$ cat src/hdl/b64e_pkg.sv
// Shared types, constants and the character mapping of the Base64 stream encoder.
`default_nettype none

package b64e_pkg;

  localparam int unsigned QueueDepthDefault = 2;

  localparam logic [6:0] CharPad       = 7'h3D; // '='
  localparam logic [6:0] CharPlus      = 7'h2B; // '+'
  localparam logic [6:0] CharSlash     = 7'h2F; // '/'
  localparam logic [6:0] CharDash      = 7'h2D; // '-'
  localparam logic [6:0] CharUnderline = 7'h5F; // '_'
  localparam logic [6:0] CharUpperA    = 7'h41; // 'A'
  localparam logic [6:0] CharLowerA    = 7'h61; // 'a'
  localparam logic [6:0] CharDigit0    = 7'h30; // '0'

  // One source group: up to three bytes, missing bytes are zero
  typedef struct packed {
    logic [23:0] bytes;
    logic [1:0]  nbytes;
    logic        last;
  } b64e_group_t;

  typedef struct packed {
    logic full;
    logic empty;
  } b64e_qstat_t;

  function automatic logic [6:0] code_char(input logic [5:0] code, input logic url);
    logic [6:0] c;
    begin
      c = {1'b0, code};
      if (code < 6'd26) begin
        code_char = CharUpperA + c;
      end else if (code < 6'd52) begin
        code_char = CharLowerA + (c - 7'd26);
      end else if (code < 6'd62) begin
        code_char = CharDigit0 + (c - 7'd52);
      end else if (code == 6'd62) begin
        code_char = url ? CharDash : CharPlus;
      end else begin
        code_char = url ? CharUnderline : CharSlash;
      end
    end
  endfunction

endpackage

`default_nettype wire

$ cat src/hdl/b64e_front.sv
// Front end: collects raw bytes into groups of up to three and queues each group.
`default_nettype none

module b64e_front (
  input  wire logic                 clk,
  input  wire logic                 rst,
  input  wire logic                 push,
  input  wire logic [7:0]           data_byte,
  input  wire logic                 last_byte,
  input  wire b64e_pkg::b64e_qstat_t qstat,
  output logic                      full,
  output logic                      q_push,
  output b64e_pkg::b64e_group_t     q_data
);
  import b64e_pkg::*;

  localparam logic [1:0] PosNone = 2'd0;
  localparam logic [1:0] PosOne  = 2'd1;
  localparam logic [1:0] PosTwo  = 2'd2;

  logic [1:0]  pos, pos_next;
  logic [15:0] held, held_next;
  logic        accept;

  assign full   = qstat.full;
  assign accept = push && !full;

  always_comb begin
    pos_next      = pos;
    held_next     = held;
    q_push        = 1'b0;
    q_data.bytes  = 24'd0;
    q_data.nbytes = 2'd1;
    q_data.last   = last_byte;
    if (accept) begin
      unique case (pos)
        PosOne: begin
          if (last_byte) begin
            q_push        = 1'b1;
            q_data.bytes  = {held[15:8], data_byte, 8'd0};
            q_data.nbytes = 2'd2;
            pos_next      = PosNone;
          end else begin
            held_next = {held[15:8], data_byte};
            pos_next  = PosTwo;
          end
        end
        PosTwo: begin
          q_push        = 1'b1;
          q_data.bytes  = {held, data_byte};
          q_data.nbytes = 2'd3;
          pos_next      = PosNone;
        end
        default: begin
          // empty group; the unused code 3 behaves the same
          if (last_byte) begin
            q_push        = 1'b1;
            q_data.bytes  = {data_byte, 16'd0};
            q_data.nbytes = 2'd1;
            pos_next      = PosNone;
          end else begin
            held_next = {data_byte, 8'd0};
            pos_next  = PosOne;
          end
        end
      endcase
    end
  end

  always_ff @(posedge clk) begin
    held <= held_next;
    if (rst) begin
      pos <= PosNone;
    end else begin
      pos <= pos_next;
    end
  end

endmodule

`default_nettype wire

$ cat src/hdl/b64e_queue.sv
// Short register queue of byte groups between the front and back ends.
`default_nettype none

module b64e_queue #(
  parameter int unsigned Depth = b64e_pkg::QueueDepthDefault
) (
  input  wire logic                  clk,
  input  wire logic                  rst,
  input  wire logic                  wr,
  input  wire b64e_pkg::b64e_group_t wr_data,
  input  wire logic                  rd,
  output b64e_pkg::b64e_group_t      rd_data,
  output b64e_pkg::b64e_qstat_t      qstat
);
  import b64e_pkg::*;

  localparam int unsigned PtrW = (Depth > 1) ? $clog2(Depth) : 1;
  localparam int unsigned CntW = $clog2(Depth + 1);
  localparam logic [PtrW-1:0] PtrLast = PtrW'(Depth - 1);
  localparam logic [CntW-1:0] CntFull = CntW'(Depth);

  b64e_group_t     slots [Depth];
  logic [PtrW-1:0] wptr, rptr;
  logic [CntW-1:0] count;
  logic            do_wr, do_rd;

  assign qstat.full  = (count == CntFull);
  assign qstat.empty = (count == '0);
  assign do_wr       = wr && !qstat.full;
  assign do_rd       = rd && !qstat.empty;
  assign rd_data     = slots[rptr];

  always_ff @(posedge clk) begin
    if (do_wr) begin
      slots[wptr] <= wr_data;
    end
  end

  always_ff @(posedge clk) begin
    if (rst) begin
      wptr  <= '0;
      rptr  <= '0;
      count <= '0;
    end else begin
      if (do_wr) begin
        wptr <= (wptr == PtrLast) ? '0 : wptr + 1'b1;
      end
      if (do_rd) begin
        rptr <= (rptr == PtrLast) ? '0 : rptr + 1'b1;
      end
      if (do_wr && !do_rd) begin
        count <= count + 1'b1;
      end else if (do_rd && !do_wr) begin
        count <= count - 1'b1;
      end
    end
  end

endmodule

`default_nettype wire

$ cat src/hdl/b64e_back.sv
// Back end: turns each queued group into four registered characters, one per cycle when not held.
`default_nettype none

module b64e_back (
  input  wire logic                  clk,
  input  wire logic                  rst,
  input  wire logic                  url_alphabet,
  input  wire b64e_pkg::b64e_group_t q_data,
  input  wire b64e_pkg::b64e_qstat_t qstat,
  output logic                       q_pop,
  input  wire logic                  pop,
  output logic                       empty,
  output logic [6:0]                 out_char,
  output logic                       end_of_text
);
  import b64e_pkg::*;

  logic [1:0] idx;
  logic       out_valid;
  logic       load;
  logic [5:0] code;
  logic [6:0] ch;

  assign empty = !out_valid;
  assign load  = !qstat.empty && (!out_valid || pop);
  assign q_pop = load && (idx == 2'd3);

  always_comb begin
    unique case (idx)
      2'd0:    code = q_data.bytes[23:18];
      2'd1:    code = q_data.bytes[17:12];
      2'd2:    code = q_data.bytes[11:6];
      default: code = q_data.bytes[5:0];
    endcase
    // positions past the real bytes become padding
    ch = (idx > q_data.nbytes) ? CharPad : code_char(code, url_alphabet);
  end

  always_ff @(posedge clk) begin
    if (load) begin
      out_char    <= ch;
      end_of_text <= q_data.last && (idx == 2'd3);
    end
  end

  always_ff @(posedge clk) begin
    if (rst) begin
      idx       <= 2'd0;
      out_valid <= 1'b0;
    end else begin
      if (load) begin
        idx       <= idx + 2'd1;
        out_valid <= 1'b1;
      end else if (pop) begin
        out_valid <= 1'b0;
      end
    end
  end

endmodule

`default_nettype wire

$ cat src/hdl/base64_stream_encoder.sv
// Top level of the Base64 stream encoder: front end, group queue, back end, config register.
// A byte that closes a group is written into the queue, then its first character is loaded into the output
// register; the rest follow one per cycle while the receiver pops.
// The back end emits four characters per group of three bytes; the front takes a byte per
// cycle unless the queue is full.
// Reset (rst, synchronous): queue and output empty, group cleared, standard alphabet.
`default_nettype none

module base64_stream_encoder #(
  parameter int unsigned QueueDepth = b64e_pkg::QueueDepthDefault
) (
  input  wire logic       clk,
  input  wire logic       rst,
  input  wire logic       push,
  output logic            full,
  input  wire logic [7:0] data_byte,
  input  wire logic       last_byte,
  output logic            empty,
  input  wire logic       pop,
  output logic [6:0]      out_char,
  output logic            end_of_text,
  input  wire logic       cfg_valid,
  output logic            cfg_ready,
  input  wire logic       cfg_data
);
  import b64e_pkg::*;

  b64e_group_t front_group, head_group;
  b64e_qstat_t qstat;
  logic        q_push, q_pop;
  logic        url_alphabet;

  assign cfg_ready = 1'b1;

  always_ff @(posedge clk) begin
    if (rst) begin
      url_alphabet <= 1'b0;
    end else if (cfg_valid && cfg_ready) begin
      url_alphabet <= cfg_data;
    end
  end

  b64e_front u_front (
    .clk       (clk),
    .rst       (rst),
    .push      (push),
    .data_byte (data_byte),
    .last_byte (last_byte),
    .qstat     (qstat),
    .full      (full),
    .q_push    (q_push),
    .q_data    (front_group)
  );

  b64e_queue #(
    .Depth (QueueDepth)
  ) u_queue (
    .clk     (clk),
    .rst     (rst),
    .wr      (q_push),
    .wr_data (front_group),
    .rd      (q_pop),
    .rd_data (head_group),
    .qstat   (qstat)
  );

  b64e_back u_back (
    .clk          (clk),
    .rst          (rst),
    .url_alphabet (url_alphabet),
    .q_data       (head_group),
    .qstat        (qstat),
    .q_pop        (q_pop),
    .pop          (pop),
    .empty        (empty),
    .out_char     (out_char),
    .end_of_text  (end_of_text)
  );

  a_no_push_when_full: assert property (@(posedge clk) disable iff (rst)
    q_push |-> !qstat.full)
    else $error("group written into a full queue");

  a_no_pop_when_empty: assert property (@(posedge clk) disable iff (rst)
    q_pop |-> !qstat.empty)
    else $error("group dropped from an empty queue");

  a_reset_clears: assert property (@(posedge clk)
    rst |=> (empty && qstat.empty))
    else $error("output or queue not empty after reset");

endmodule

`default_nettype wire

$ cat config.mk
export PLATFORM = sky130hd
export DESIGN_NAME = base64_stream_encoder
export DESIGN_NICKNAME = d
export VERILOG_FILES = /design/src/hdl/b64e_pkg.sv /design/src/hdl/b64e_front.sv /design/src/hdl/b64e_queue.sv /design/src/hdl/b64e_back.sv /design/src/hdl/base64_stream_encoder.sv
export SDC_FILE = /design/constraint.sdc
export NUM_CORES = 1
export LEC_CHECK = 0
export BUFFER_PORTS_ARGS = -buffer_cell sky130_fd_sc_hd__buf_2
export CAP_MARGIN = 20
export CORE_UTILIZATION = 55
export DETAILED_ROUTE_END_ITERATION = 12
export PLACE_DENSITY_LB_ADDON = 0.12
export SYNTH_ARGS = -nofsm -noshare
export SYNTH_HDL_FRONTEND = slang
export SYNTH_SLANG_ARGS = --single-unit
$ cat constraint.sdc
create_clock -name clk -period 7.6 [get_ports clk]
set_input_delay 1.52 -clock clk [delete_from_list [all_inputs] [get_ports clk]]
set_output_delay 1.52 -clock clk [all_outputs]
set_load 0.02 [all_outputs]
# ---- Word-level counts from Yosys, hierarchy flattened
# Memories as Yosys holds them, arrays and structs flattened. A register that Yosys moved wholly into a read port is not among the register bits.
# Cells that the tools add are included.
dict set report word_totals {
  elab_cells 86
  register_bits 34
  output_inout_bits 11
  ramBits 54
  mem_count 1
}
# memory words width read_ports rd_ports_with_merged_regs wr line_no
set mem_list {}
lappend mem_list {u_queue.slots 2 27 1 1 1 b64e_queue.sv:22} ;# b64e_group_t slots [Depth];
dict set report op_classes {
  n_addsub 10
  n_mux 30
  n_bitwise 3
  eq_ne 7
  reduce_logical 20
  n_lt_le_gt_ge 4
}
# cell n
set op_table {}
lappend op_table {{2-to-1 mux 26 bit} 3}
lappend op_table {{one-hot mux 26 bit (2 select lines)} 1}
lappend op_table {{2-to-1 mux 7 bit} 5}
lappend op_table {{one-hot mux 16 bit (2 select lines)} 1}
lappend op_table {{one-hot mux 6 bit (3 select lines)} 1}
lappend op_table {{2-to-1 mux 16 bit} 1}
lappend op_table {{less-than comparator 6 bit (second input constant)} 2}
lappend op_table {{2-to-1 mux 1 bit} 12}
lappend op_table {{== test 2 bit (second input constant)} 4}
lappend op_table {{logical AND 1 bit} 8}
lappend op_table {{2-to-1 mux 8 bit} 1}
lappend op_table {{adder 6 x 7 -> 7 bit (first input constant)} 1}
lappend op_table {{adder 7 x 6 -> 7 bit (first input constant)} 1}
lappend op_table {{adder 7 bit (first input constant)} 1}
lappend op_table {{subtractor 6 x 5 -> 7 bit (second input constant)} 1}
lappend op_table {{subtractor 6 x 6 -> 7 bit (second input constant)} 1}
lappend op_table {{== test 6 bit (second input constant)} 1}
lappend op_table {{less-than comparator 6 x 5 -> 1 bit (second input constant)} 1}
lappend op_table {{2-to-1 mux 2 bit} 3}
lappend op_table {{logical NOT 1 bit} 5}
lappend op_table {{adder 2 x 1 -> 2 bit (second input constant)} 2}
lappend op_table {{== test 2 x 1 -> 1 bit (second input constant)} 2}
lappend op_table {{logical NOT 2 bit} 2}
lappend op_table {{one-hot mux 2 bit (2 select lines)} 1}
lappend op_table {{other kinds (9)} 13}

# ---- Longest topological paths before layout
dict set report depth {
  ltp_word 9
  mapped_depth 12
  mapped_depth_nobuf 11
}

# ---- By module
# From an unflattened synthesis, not the netlist that was laid out.
dict set report unflattened {
  cells_unflattened 322
  hier_area_um2 4240.3
}
# mod area_per_inst_um2 cells_each instances
set by_module_without_submodules {}
lappend by_module_without_submodules {b64e_queue 2163.3 109 1}
lappend by_module_without_submodules {b64e_front 1041.0 100 1}
lappend by_module_without_submodules {b64e_back 991.0 108 1}
lappend by_module_without_submodules {base64_stream_encoder 45.0 5 1}

# ---- Least setup slack after synthesis
# No wires, ideal clock.
dict set report synth_timing {
  path_kind {in2reg}
  startpoint {input push}
  endpoint {memory u_queue.slots[0][0] (netlist bit), enable pin}
  required_ns 7.189
  stages 3
  setup_ns 0.411
  setup_slack_ns 4.036
  arrival_ns 3.154
  path_cell_list {nand2_1 -> or2_2 -> nor2_1}
}
dict set report synth_via {
  elab_chain_len 5
}
# element line_no
set synth_rtl {}
lappend synth_rtl {{start, declared} base64_stream_encoder.sv:14} ;# input wire logic push,
lappend synth_rtl {{logical AND 1 bit} b64e_front.sv:26} ;# assign accept = push && !full;
lappend synth_rtl {{2-to-1 mux 1 bit} b64e_front.sv:35} ;# if (accept) begin
lappend synth_rtl {{logical AND 1 bit} b64e_queue.sv:29} ;# assign do_wr = wr && !qstat.full;
lappend synth_rtl {{2-to-1 mux 1 bit} b64e_queue.sv:34} ;# if (do_wr) begin
lappend synth_rtl {{2-to-1 mux 1 bit (not written as such)} b64e_queue.sv:35} ;# slots[wptr] <= wr_data;
lappend synth_rtl {{end, declared} b64e_queue.sv:22}
# Every way passes these cells.

==> metrics.cfg <==
[detailed_routing]
avgViaCountPerCell=5.61
postRouteAntennaNets=0
dr.first_iter.drc_count=168
wirelength_mm=7.51
drc_errors=0
dr.pass1.iters=4
via_count=2525
wl_per_cell_um=16.7

[yosys]
ys_types=51
synth.avg_cell_area_um2=13.0
synthFlopType=edfxtp_1
synth-edff-count=78
synthesis.nets=346
async_reset_ff_frac=0
yosys_warnings=0
syn_area_um2=4130
ys_seq_area_frac=0.620
synth_seq_cells=89
postSynthCellCount=318

[placement]
portBuffers=24
dp_hpwl_mm=5.21
place_area_um2=4340
post-place-cells=433
place_congestion=0.806
dp_slack_ps=4340

[power_and_ir_drop]
powerDensity_nw_per_um2=243
finalPower_mw=1.10
ir_worst_vdd_v=0.000134
p_leak_nw=1.64

[timing]
rsz0062_at_grt=no
period_share=0.403
fmax_mhz=327
skew_ps=6.71
fin_setup_tns_ps=0
finalCriticalPeriod_ps=3060
hold_viol_final=0
setup_viol=0
drv_slew=0
tightest_slew_ps=950
setup_ws_ps=4540
slew_headroom=0.366

[floorplanning]
initial_core_util=0.570
fp.dieW_um=88.7
die_h_um=88.7
ioPinCount=26
die-area_um2=7860
core-area_um2=7250
rows=31

[grt]
grt_antenna_before_repair=0
grt_pass1_wl_mm=12.1
grt_pass1_vias=2425
overflow=0
grt_max_degree=28
grt_use_total=0.212

[final_layout]
fin_nets=374
syn2layout_area_growth_pct=9.45
diodes=0
fin_cells=450
multiInputGateArea_um2=1450
seqCellArea_um2=2560
drive_above_1_share=0.179
final_area_um2=4520
fillCellCount=565

[clock_tree]
cts-resized-gates=0
cts_tree=yes
worstSkewPairLatency_ps=350
postCtsHoldBufs=0
cts_htree_levels=3
cts_setup_buffers=0
cts_root_buffer=clkbuf_8
clockBufferDepth=2
cts_buffers=9
clk_pin_slew_ps=90
clock_sinks=89

[setup_path]
worstSetupPathType=register to register
crit_arrival_ps=3170
cp-start-kind=register
path_max_fanout=17
worstPathRequired_ps=7710
r2r_cells=7
r2r_setup_slack_ps=4540
end_kind=register

[min_path]
hp-class=register to register
hold_depth=2

[status]
outcome=complete, no violations

[flow_run]
drv_cap=0

cells in the mapped netlist, types with 4 or more instances:
library cell	n	area [µm²]
a21oi_1	7	35.0
nor2b_1	12	75.1
buf_2	4	20.0
nor3_1	5	25.0
mux2_2	5	56.3
nand3_1	12	60.1
ha_1	13	163
dfxtp_1	11	220
edfxtp_1	78	2340
a22oi_1	8	60.1
nand2_1	22	82.6
inv_1	14	52.6
and2_1	17	106
o21ai_0	7	35.0
a22o_1	16	140
clkbuf_1	5	18.8
mux2_4	4	60.1
mux2i_1	12	120
nor2_1	21	78.8
per-stage QoR:
step | hold WS [ps] | util
finish | 519 | 0.623
global route | 540 | 0.623
CTS | 520 | 0.622
detailed placement | 500 | 0.598
global placement | 489 | 0.598
floorplan | 470 | -
worst paths after layout:
| check | startpoint | end |
|---|---|---|
| max reg2reg | register | u_back.out_char[2]$_SDFFCE_PN1P_ |
| max | register | u_back.out_char[2]$_SDFFCE_PN1P_ |
| min reg2reg | u_back.out_valid$_SDFFE_PP0P_ | u_back.out_valid$_SDFFE_PP0P_ |
| min | u_back.out_valid$_SDFFE_PP0P_ | u_back.out_valid$_SDFFE_PP0P_ |
per-layer routing:
metal / global-route usage / routed length, µm / up-vias
li1: - / - / 1240
met1: 0.289 / 3510 / 1220
met3: 0.0429 / 261 / 13
met4: 0.0982 / 171 / 0
met2: 0.330 / 3560 / 52
met5: 0 / 0 / -
sequential cells by signal (all words and copies together), names as in the netlist, named ones only:
name,count
u_queue.slots,54
u_front.held,16
u_back.out_char,7
u_back.idx,2
u_front.pos,2
u_queue.count,2
u_back.end_of_text,1
u_back.out_valid,1
u_queue.rptr,1
u_queue.wptr,1
url_alphabet,1
cell families after synthesis:
| kind of cell | after synthesis | synth area share |
|---|---|---|
| fa+ha+maj | 13 | 0.0394 |
| xor+xnor | 6 | 0.0127 |
| mux | 21 | 0.0572 |
| buf+inv | 26 | 0.0303 |
| simple gates | 102 | 0.126 |
| other cells | 1 | 0.000908 |
| compound gates | 60 | 0.113 |
| flops | 89 | 0.620 |
power breakdown:
part           internal, mW  switching (mW)  total, mW  leakage, nW
Sequential            0.569          0.0121      0.581        0.829
Combinational        0.0841           0.142      0.227        0.726
Clock                 0.128           0.165      0.292       0.0847
Total                 0.780           0.319       1.10         1.64
cell type report:
class / instances / share of cell area
sequential: 89 / 0.567
inverter: 14 / 0.0116
clock buffer: 10 / 0.0304
clock inverter: 6 / 0.00913
timing repair buffer: 29 / 0.0349
tap: 99 / 0.0274
multi-input combinational: 203 / 0.320
critical path, cell delays in order, from the launching register on:
cell      delay [ps]
dfxtp_1          950
mux2_2           420
a222oi_1         390
mux2_4           310
nor2_1            70
a31oi_1          170
o221ai_1         150
a221o_1          340
cells in the final DEF (no fill, tap or decap), types with 2 or more instances in the layout:
master | Yosys | routed
a21oi_1 | 7 | 7
a222oi_1 | 2 | 2
a22o_1 | 16 | 16
a22oi_1 | 8 | 8
a31oi_1 | 3 | 3
and2_1 | 17 | 17
buf_2 | 4 | 24
buf_4 | 1 | 4
clkbuf_8 | 0 | 10
clkinv_2 | 0 | 2
clkinvlp_4 | 0 | 3
dfxtp_1 | 11 | 11
edfxtp_1 | 78 | 78
ha_1 | 13 | 13
inv_1 | 14 | 14
mux2_2 | 5 | 5
mux2_4 | 4 | 4
mux2i_1 | 12 | 12
nand2_1 | 22 | 22
nand2b_1 | 2 | 2
nand3_1 | 12 | 12
nor2_1 | 21 | 20
nor2b_1 | 12 | 12
nor3_1 | 5 | 5
nor3b_1 | 2 | 2
o21a_1 | 2 | 2
o21ai_0 | 7 | 7
o22ai_1 | 2 | 2
or3_1 | 3 | 3
xnor2_1 | 3 | 3
xor2_1 | 3 | 3
No activity file was read; power rests on OpenSTA's default activity.
